### config.mk
export PLATFORM = sky130hd
export DESIGN_NAME = association_id_allocator_top
export DESIGN_NICKNAME = d
export VERILOG_FILES = /design/src/rtl/aid_pkg.sv /design/src/rtl/aid_bitmap_ram.sv /design/src/rtl/aid_word_tracker.sv /design/src/rtl/association_id_allocator_top.sv
export SDC_FILE = /design/constraint.sdc
export NUM_CORES = 2
export LEC_CHECK = 0
export BUFFER_PORTS_ARGS = -buffer_cell sky130_fd_sc_hd__buf_2
export CORE_AREA = 2 2 411 413
export DETAILED_ROUTE_END_ITERATION = 7
export DIE_AREA = 0 0 413 415
export PLACE_DENSITY = 0.7
export SLEW_MARGIN = 20
export SYNTH_ARGS = -nofsm -noshare
export SYNTH_HDL_FRONTEND = slang
export SYNTH_HIERARCHICAL = 1
export SYNTH_SLANG_ARGS = --single-unit
### constraint.sdc
create_clock -name clk_i -period 7.1 [get_ports clk_i]
set_clock_uncertainty 0.05 [all_clocks]
set_input_delay 0.355 -clock clk_i [delete_from_list [all_inputs] [get_ports clk_i]]
set_output_delay 0.355 -clock clk_i [all_outputs]
set_load 0.03 [all_outputs]
### src/rtl/aid_pkg.sv
`timescale 1ns / 1ps
// ----------------------------------------------------------------------------
// aid_pkg
// Shared types and constants of the station identifier allocator.
// ----------------------------------------------------------------------------
package aid_pkg;

  // Identifier and bitmap geometry
  localparam int unsigned ID_W        = 11;
  localparam int unsigned WORD_BITS   = 32;
  localparam int unsigned BIT_W       = 5;             // log2(WORD_BITS)
  localparam int unsigned WIDX_W      = ID_W - BIT_W;  // word index of an id

  // Defaults for the top-level parameters
  localparam int unsigned MAX_ID_DEF       = 2007;
  localparam int unsigned BITMAP_WORDS_DEF = 63;

  // Request kinds (carried in tuser)
  localparam logic REQ_ALLOC   = 1'b0;
  localparam logic REQ_RELEASE = 1'b1;

  // Update of the per-word full flags
  typedef struct packed {
    logic              wr;
    logic [WIDX_W-1:0] idx;
    logic              full;
  } full_upd_t;

endpackage

### src/rtl/aid_bitmap_ram.sv
`timescale 1ns / 1ps
// ----------------------------------------------------------------------------
// aid_bitmap_ram
// Bitmap word store: one write and one read port, read data registered.
// A word never written since reset reads as zero (all identifiers free).
// ----------------------------------------------------------------------------
module aid_bitmap_ram #(
  parameter int unsigned BITMAP_WORDS = aid_pkg::BITMAP_WORDS_DEF
) (
  input  logic                       clk_i,
  input  logic                       rst_ni,
  input  logic                       rd_en_i,
  input  logic [aid_pkg::WIDX_W-1:0] rd_idx_i,
  output logic [aid_pkg::WORD_BITS-1:0] rd_data_o,
  input  logic                       wr_en_i,
  input  logic [aid_pkg::WIDX_W-1:0] wr_idx_i,
  input  logic [aid_pkg::WORD_BITS-1:0] wr_data_i
);

  logic [aid_pkg::WORD_BITS-1:0] mem_q [BITMAP_WORDS];
  logic [BITMAP_WORDS-1:0]       written_q;
  logic [aid_pkg::WORD_BITS-1:0] rd_data_q;
  logic                          rd_written_q;

  // Storage array
  always_ff @(posedge clk_i) begin
    if (wr_en_i) begin
      mem_q[wr_idx_i] <= wr_data_i;
    end
    if (rd_en_i) begin
      rd_data_q <= mem_q[rd_idx_i];
    end
  end

  // Written flags, cleared at reset
  always_ff @(posedge clk_i or negedge rst_ni) begin
    if (!rst_ni) begin
      written_q    <= '0;
      rd_written_q <= 1'b0;
    end else begin
      if (wr_en_i) begin
        written_q[wr_idx_i] <= 1'b1;
      end
      if (rd_en_i) begin
        rd_written_q <= written_q[rd_idx_i];
      end
    end
  end

  assign rd_data_o = rd_written_q ? rd_data_q : '0;

endmodule

### src/rtl/aid_word_tracker.sv
`timescale 1ns / 1ps
// ----------------------------------------------------------------------------
// aid_word_tracker
// One full flag per bitmap word; finds the lowest word with a free bit.
// ----------------------------------------------------------------------------
module aid_word_tracker #(
  parameter int unsigned BITMAP_WORDS = aid_pkg::BITMAP_WORDS_DEF
) (
  input  logic                       clk_i,
  input  logic                       rst_ni,
  input  aid_pkg::full_upd_t         upd_i,
  output logic                       any_free_o,
  output logic [aid_pkg::WIDX_W-1:0] free_idx_o
);

  logic [BITMAP_WORDS-1:0] full_q;

  // Full flags, all clear at reset
  always_ff @(posedge clk_i or negedge rst_ni) begin
    if (!rst_ni) begin
      full_q <= '0;
    end else if (upd_i.wr) begin
      full_q[upd_i.idx] <= upd_i.full;
    end
  end

  // Lowest word that is not full
  always_comb begin
    free_idx_o = '0;
    for (int i = BITMAP_WORDS - 1; i >= 0; i--) begin
      if (!full_q[i]) begin
        free_idx_o = aid_pkg::WIDX_W'(i);
      end
    end
  end

  assign any_free_o = ~&full_q;

endmodule

### src/rtl/association_id_allocator_top.sv
`timescale 1ns / 1ps
// ----------------------------------------------------------------------------
// association_id_allocator_top
// Station identifier allocator on a bitmap memory.
// ----------------------------------------------------------------------------
// Identifiers 1..MAX_ID are kept one bit each in a memory of BITMAP_WORDS
// 32-bit words, all free after reset (no clearing pass is needed). An
// allocate request (tuser 0) grants the lowest free identifier with ok set,
// or 0 with ok clear if none at or below MAX_ID is free. A release request
// (tuser 1) frees the identifier in tdata; an identifier of 0, above MAX_ID
// or beyond the map answers ok clear and changes nothing. Each request gives
// exactly one result. Between one acceptance and the next a request goes
// through word select from the full flags, one memory read, the bit search
// with write-back, and the move into the output register. A rejected
// release, or an allocate when every word is full, skips the memory read.
// A result held by a stalled master side delays the next request.
// ----------------------------------------------------------------------------
module association_id_allocator_top #(
  parameter int unsigned MAX_ID       = aid_pkg::MAX_ID_DEF,
  parameter int unsigned BITMAP_WORDS = aid_pkg::BITMAP_WORDS_DEF
) (
  input  logic        clk_i,
  input  logic        rst_ni,
  // Request side
  input  logic        s_axis_tvalid,
  output logic        s_axis_tready,
  input  logic [15:0] s_axis_tdata,   // [10:0] release_id
  input  logic [0:0]  s_axis_tuser,   // [0] req_type
  // Result side
  output logic        m_axis_tvalid,
  input  logic        m_axis_tready,
  output logic [15:0] m_axis_tdata,   // [10:0] granted_id
  output logic [0:0]  m_axis_tuser    // [0] ok
);

  localparam int unsigned ID_W   = aid_pkg::ID_W;
  localparam int unsigned BIT_W  = aid_pkg::BIT_W;
  localparam int unsigned WIDX_W = aid_pkg::WIDX_W;

  localparam logic [ID_W:0]   MAX_ID_L = (ID_W + 1)'(MAX_ID);
  localparam logic [WIDX_W:0] WORDS_L  = (WIDX_W + 1)'(BITMAP_WORDS);

  localparam logic [1:0] S_IDLE = 2'd0;
  localparam logic [1:0] S_FIND = 2'd1;
  localparam logic [1:0] S_READ = 2'd2;
  localparam logic [1:0] S_OUT  = 2'd3;

  logic [1:0]  state_q, state_d;
  logic        req_q;
  logic [ID_W-1:0]   rel_id_q;
  logic [WIDX_W-1:0] widx_q, widx_d;
  logic [BIT_W-1:0]  bit_q, bit_d;
  logic [ID_W-1:0]   res_id_q, res_id_d;
  logic        res_ok_q, res_ok_d;
  logic        m_valid_q;
  logic [ID_W-1:0]   m_id_q;
  logic        m_ok_q;

  logic              rd_en;
  logic [aid_pkg::WORD_BITS-1:0] rd_word;
  logic              wr_en;
  logic [aid_pkg::WORD_BITS-1:0] wr_word;
  aid_pkg::full_upd_t upd;
  logic              any_free;
  logic [WIDX_W-1:0] free_idx;

  logic [ID_W-1:0]   rel_m1;
  logic [BIT_W-1:0]  low_clr;
  logic [ID_W:0]     alloc_id;
  logic              out_free;
  logic              s_fire;

  aid_bitmap_ram #(
    .BITMAP_WORDS (BITMAP_WORDS)
  ) u_ram (
    .clk_i     (clk_i),
    .rst_ni    (rst_ni),
    .rd_en_i   (rd_en),
    .rd_idx_i  (widx_d),
    .rd_data_o (rd_word),
    .wr_en_i   (wr_en),
    .wr_idx_i  (widx_q),
    .wr_data_i (wr_word)
  );

  aid_word_tracker #(
    .BITMAP_WORDS (BITMAP_WORDS)
  ) u_tracker (
    .clk_i      (clk_i),
    .rst_ni     (rst_ni),
    .upd_i      (upd),
    .any_free_o (any_free),
    .free_idx_o (free_idx)
  );

  assign s_axis_tready = (state_q == S_IDLE);
  assign s_fire        = s_axis_tvalid && s_axis_tready;
  assign out_free      = !m_valid_q || m_axis_tready;
  assign rel_m1        = rel_id_q - ID_W'(1);

  // Lowest clear bit of the word read back
  always_comb begin
    low_clr = '0;
    for (int i = aid_pkg::WORD_BITS - 1; i >= 0; i--) begin
      if (!rd_word[i]) begin
        low_clr = BIT_W'(i);
      end
    end
  end

  assign alloc_id = {1'b0, widx_q, low_clr} + (ID_W + 1)'(1);

  // Request sequencer
  always_comb begin
    state_d  = state_q;
    widx_d   = widx_q;
    bit_d    = bit_q;
    res_id_d = res_id_q;
    res_ok_d = res_ok_q;
    rd_en    = 1'b0;
    wr_en    = 1'b0;
    wr_word  = rd_word;
    upd      = '0;
    unique case (state_q)
      S_IDLE: begin
        if (s_fire) begin
          state_d = S_FIND;
        end
      end
      S_FIND: begin
        res_id_d = '0;
        res_ok_d = 1'b0;
        if (req_q == aid_pkg::REQ_ALLOC) begin
          widx_d = free_idx;
          if (any_free) begin
            rd_en   = 1'b1;
            state_d = S_READ;
          end else begin
            state_d = S_OUT;
          end
        end else begin
          widx_d = rel_m1[ID_W-1 -: WIDX_W];
          bit_d  = rel_m1[BIT_W-1:0];
          if ((rel_id_q != '0) && ({1'b0, rel_id_q} <= MAX_ID_L) &&
              ({1'b0, rel_m1[ID_W-1 -: WIDX_W]} < WORDS_L)) begin
            rd_en   = 1'b1;
            state_d = S_READ;
          end else begin
            state_d = S_OUT;
          end
        end
      end
      S_READ: begin
        state_d  = S_OUT;
        upd.idx  = widx_q;
        if (req_q == aid_pkg::REQ_ALLOC) begin
          if (alloc_id <= MAX_ID_L) begin
            wr_en    = 1'b1;
            wr_word  = rd_word | (aid_pkg::WORD_BITS'(1) << low_clr);
            upd.wr   = 1'b1;
            upd.full = &wr_word;
            res_id_d = alloc_id[ID_W-1:0];
            res_ok_d = 1'b1;
          end
        end else begin
          wr_en    = 1'b1;
          wr_word  = rd_word & ~(aid_pkg::WORD_BITS'(1) << bit_q);
          upd.wr   = 1'b1;
          upd.full = 1'b0;
          res_ok_d = 1'b1;
        end
      end
      S_OUT: begin
        if (out_free) begin
          state_d = S_IDLE;
        end
      end
      default: state_d = S_IDLE;
    endcase
  end

  // Control registers
  always_ff @(posedge clk_i or negedge rst_ni) begin
    if (!rst_ni) begin
      state_q   <= S_IDLE;
      m_valid_q <= 1'b0;
    end else begin
      state_q <= state_d;
      if ((state_q == S_OUT) && out_free) begin
        m_valid_q <= 1'b1;
      end else if (m_axis_tready) begin
        m_valid_q <= 1'b0;
      end
    end
  end

  // Payload registers
  always_ff @(posedge clk_i) begin
    if (s_fire) begin
      req_q    <= s_axis_tuser[0];
      rel_id_q <= s_axis_tdata[ID_W-1:0];
    end
    widx_q   <= widx_d;
    bit_q    <= bit_d;
    res_id_q <= res_id_d;
    res_ok_q <= res_ok_d;
    if ((state_q == S_OUT) && out_free) begin
      m_id_q <= res_id_q;
      m_ok_q <= res_ok_q;
    end
  end

  assign m_axis_tvalid = m_valid_q;
  assign m_axis_tdata  = {(16 - ID_W)'(0), m_id_q};
  assign m_axis_tuser  = m_ok_q;

endmodule

==> results.toml <==
[pwr]
power.density_nw_per_um2 = 424
switching_share = 0.341
seq_power_share = 0.389
internal_power_uw = 27700
clkPwrFrac = 0.261
p_leak_uw = 0.0318
power.switching_uw = 14400
finalPower_uw = 42100
peakVddDrop_mv = 0.313
p_comb_frac = 0.350

[floorplanning]
die_x_um = 413
initial_core_util = 0.528
pin_count = 40
die_area_sq_um = 171000
coreArea_sq_um = 167000
die_h_um = 415
rows = 150

[global_route]
antenna_found_initial = 8
grtUsageTotal = 0.266
grt_pass1_wl_mm = 324
grt.overflow.total = 0
grt_pass1_vias = 44500
grt_max_degree = 86

[setup_path]
crit_fanout = 33
crit_path_cell_trace = "and2_1, nand2_1, a311oi_1, o31ai_1, a211oi_2, o41ai_2, a21oi_1, o21a_1, nor2b_1, nand2_1, nor2_4, buf_4"
slowest_stage = "nor2_4"
path_delay_family = "simple AND/OR/NAND/NOR gates"
critPathKind = "reg2reg"
cp-start-kind = "register"
cp-end-kind = "register"
worstPathRequired_ns = 7.58
crit_arrival_ns = 6.75
path_buf_inv = 1
max_stage_delay_ns = 0.98
crit_top_cell = "nand2_1"

[synthesis]
ys_seq_elements = 2225
yosysSeqAreaShare = 0.751
syn_area_sq_um = 88000
avgSynthCellArea_sq_um = 20.5
synth_ff_type = "edfxtp_1"
ys_async_sr_fraction = 0.0584
synth_warnings = 6
synth-edff-count = 2089
synthDistinctLibCells = 90
synthCells = 4295

[clocking]
clk_pin_slew_worst_paths_ns = 0.06
cts_tree = "done"
htree_levels = 4
numClockSinks = 2225
cts-buffers-inserted = 212
clk_root_buffer_cell = "clkbuf_16"
clk_path_buf_depth = 3
postCtsSetupBuffers = 0
clk_latency_ns = 0.86

[timing]
slew_headroom = 0.170
rsz0062_at_grt = "no"
finalWorstSetupSlack_ns = 0.830
fin_crit_sh = 0.883
setup_tns_ns = 0
finalSetupViolCount = 0
fmaxAchievable_mhz = 159
worst_pin_slew_ns = 1.23
hold_viol = 0
slew_viol_final = 0
fin_crit_ns = 6.27

[route]
vias = 44800
drt_iter0_markers = 6224
routedWlPerCell_um = 32.6
drc = 6
via_per_inst = 6.48
firstDrtPassIters = 8
drt-total-wl_mm = 226
ant_nets = 0

[place]
io_buffer_count = 29
routabilityCongestion = 0.935
pre_cts_slack_ns = 0.971
hpwlAfterDp_mm = 136

[final_layout]
synthToLayoutAreaGrowth_pct = 12.9
drive_gt1_frac = 0.286
final_util = 0.596
num-nets-final = 4556

[run]
cap_viol_max_count = 0

[run_status]
violations = "DRC"
status = "finished with violations"

[min_path]
min_path_type = "in2async"
## layout by cell type, fill, tap and decap left out, types with 18 or more instances in the layout
cell	n
edfxtp_1	2089
mux4_2	561
clkbuf_16	213
buf_4	161
nand2_1	158
dfrtp_1	130
o21ai_0	119
nor2_1	105
mux2i_1	100
or2_2	70
nor2_4	63
a21oi_1	60
mux2_2	60
and2_1	54
clkbuf_1	50
a221oi_1	48
clkinv_2	47
clkinv_1	43
nand3_1	38
nand4_1	38
inv_1	30
buf_2	28
o22ai_1	25
nor2b_1	24
buf_12	23
a31oi_1	22
nand2b_1	20
nor3_1	18
## repair_timing
action | CTS | global route
resized for setup | 0 | 0
hold endpoints to repair | 80 | 0
hold buffers | 15 | 0
endpoints found under the setup margin | 0 | 0
## stage by stage
stage,area (sq um),cells,hold slack [ns]
5_1_grt,99300,6917,0.0753
6_report,99300,6920,0.0472
2_1_floorplan,88000,4299,0.00941
4_1_cts,99300,6916,0.0101
3_5_place_dp,92400,6500,0.360
3_3_place_gp,92300,6498,0.353
## power groups by stage
| stage | Combinational, uW | Clock (uW) | Sequential [uW] |
|---|---|---|---|
| 6_report | 14700 | 11000 | 16400 |
| 5_1_grt | 15300 | 11700 | 16400 |
| 4_1_cts | 14600 | 11100 | 16400 |
| 3_5_place_dp | 14600 | 0 | 16600 |
| 3_3_place_gp | 14400 | 0 | 16600 |
| 2_1_floorplan | 8820 | 0 | 16700 |
## layout make-up
cell class	instances	area, sq um
fillers	11700	67300
flip-flops and latches	2225	66100
multi-input cells	1822	21500
clock buffers	271	5630
well taps	2204	2760
repair buffers	230	2030
clock inverters	130	1160
inverters	34	129
diodes	4	10.0
## final timing paths
kind	from	endpoint	slack (ns)	depth (start not counted)
hold reg to reg	res_id_q[9]$_SDFFCE_PN0P_	m_id_q[9]$_DFFE_PP_	0.37	0
setup reg to reg	u_ram/rd_written_q$_DFFE_PN0P_	u_ram/mem_q[16][31]$_DFFE_PP_	0.83	12
setup / recovery	u_ram/rd_written_q$_DFFE_PN0P_	u_ram/mem_q[16][31]$_DFFE_PP_	0.83	12
hold / removal	rst_ni	u_tracker/full_q[29]$_DFFE_PN0P_	0.05	2
max in group asynchronous	rst_ni	u_ram/written_q[29]$_DFFE_PN0P_	5.51	3
min in group clk_i	s_axis_tdata[0]	rel_id_q[0]$_DFFE_PP_	0.18	2
## cell usage after synthesis (all sizes together), types with 27 or more instances
| cell type | n | area (sq um) |
|---|---|---|
| mux4 | 561 | 12600 |
| nor2 | 169 | 637 |
| nand2 | 161 | 612 |
| inv | 32 | 120 |
| clkbuf | 93 | 349 |
| or2 | 73 | 457 |
| mux2i | 100 | 1000 |
| a221oi | 48 | 420 |
| o21ai | 135 | 676 |
| nand3 | 38 | 190 |
| and2 | 54 | 338 |
| a21oi | 66 | 330 |
| a31oi | 27 | 175 |
| buf | 125 | 764 |
| dfrtp | 130 | 3250 |
| edfxtp | 2089 | 62700 |
| nand4 | 38 | 238 |
| mux2 | 64 | 721 |
## registers in the layout (all words and copies together), names as in the netlist
register and flops:
bit_q 5, m_axis_tuser 1, m_axis_tvalid 1, m_id_q 11, rel_id_q 11, req_q 1
res_id_q 11, res_ok_q 1, state_q 2, u_ram/mem_q 2016, u_ram/rd_data_q 32, u_ram/rd_written_q 1
u_ram/written_q 63, u_tracker/full_q 63, widx_q 6
## layer usage
| layer | up-vias | global-route usage | share of wire |
|---|---|---|---|
| met2 | 2232 | 0.406 | 0.47 |
| met4 | 2 | 0.106 | 0.044 |
| met3 | 418 | 0.0600 | 0.097 |
| met5 | - | 0 | 0.000089 |
| li1 | 18300 | - | - |
| met1 | 23900 | 0.376 | 0.39 |
## kinds of logic (layout without fill, tap and decap cells)
logic type                 count (synthesis)  count (layout)  share of synthesized area
adders and majority gates                 10              10                    0.00142
muxes                                    725             725                      0.163
buffers and inverters                    252             665                     0.0141
and+or+nand+nor                          656             656                     0.0376
xor gates and xnor gates                  12              12                    0.00119
AOI/OAI and AO/OA                        414             414                     0.0313
other                                      1               9                  0.0000426
DFF                                     2225            2225                      0.751
(Power assumes the default switching activity.)
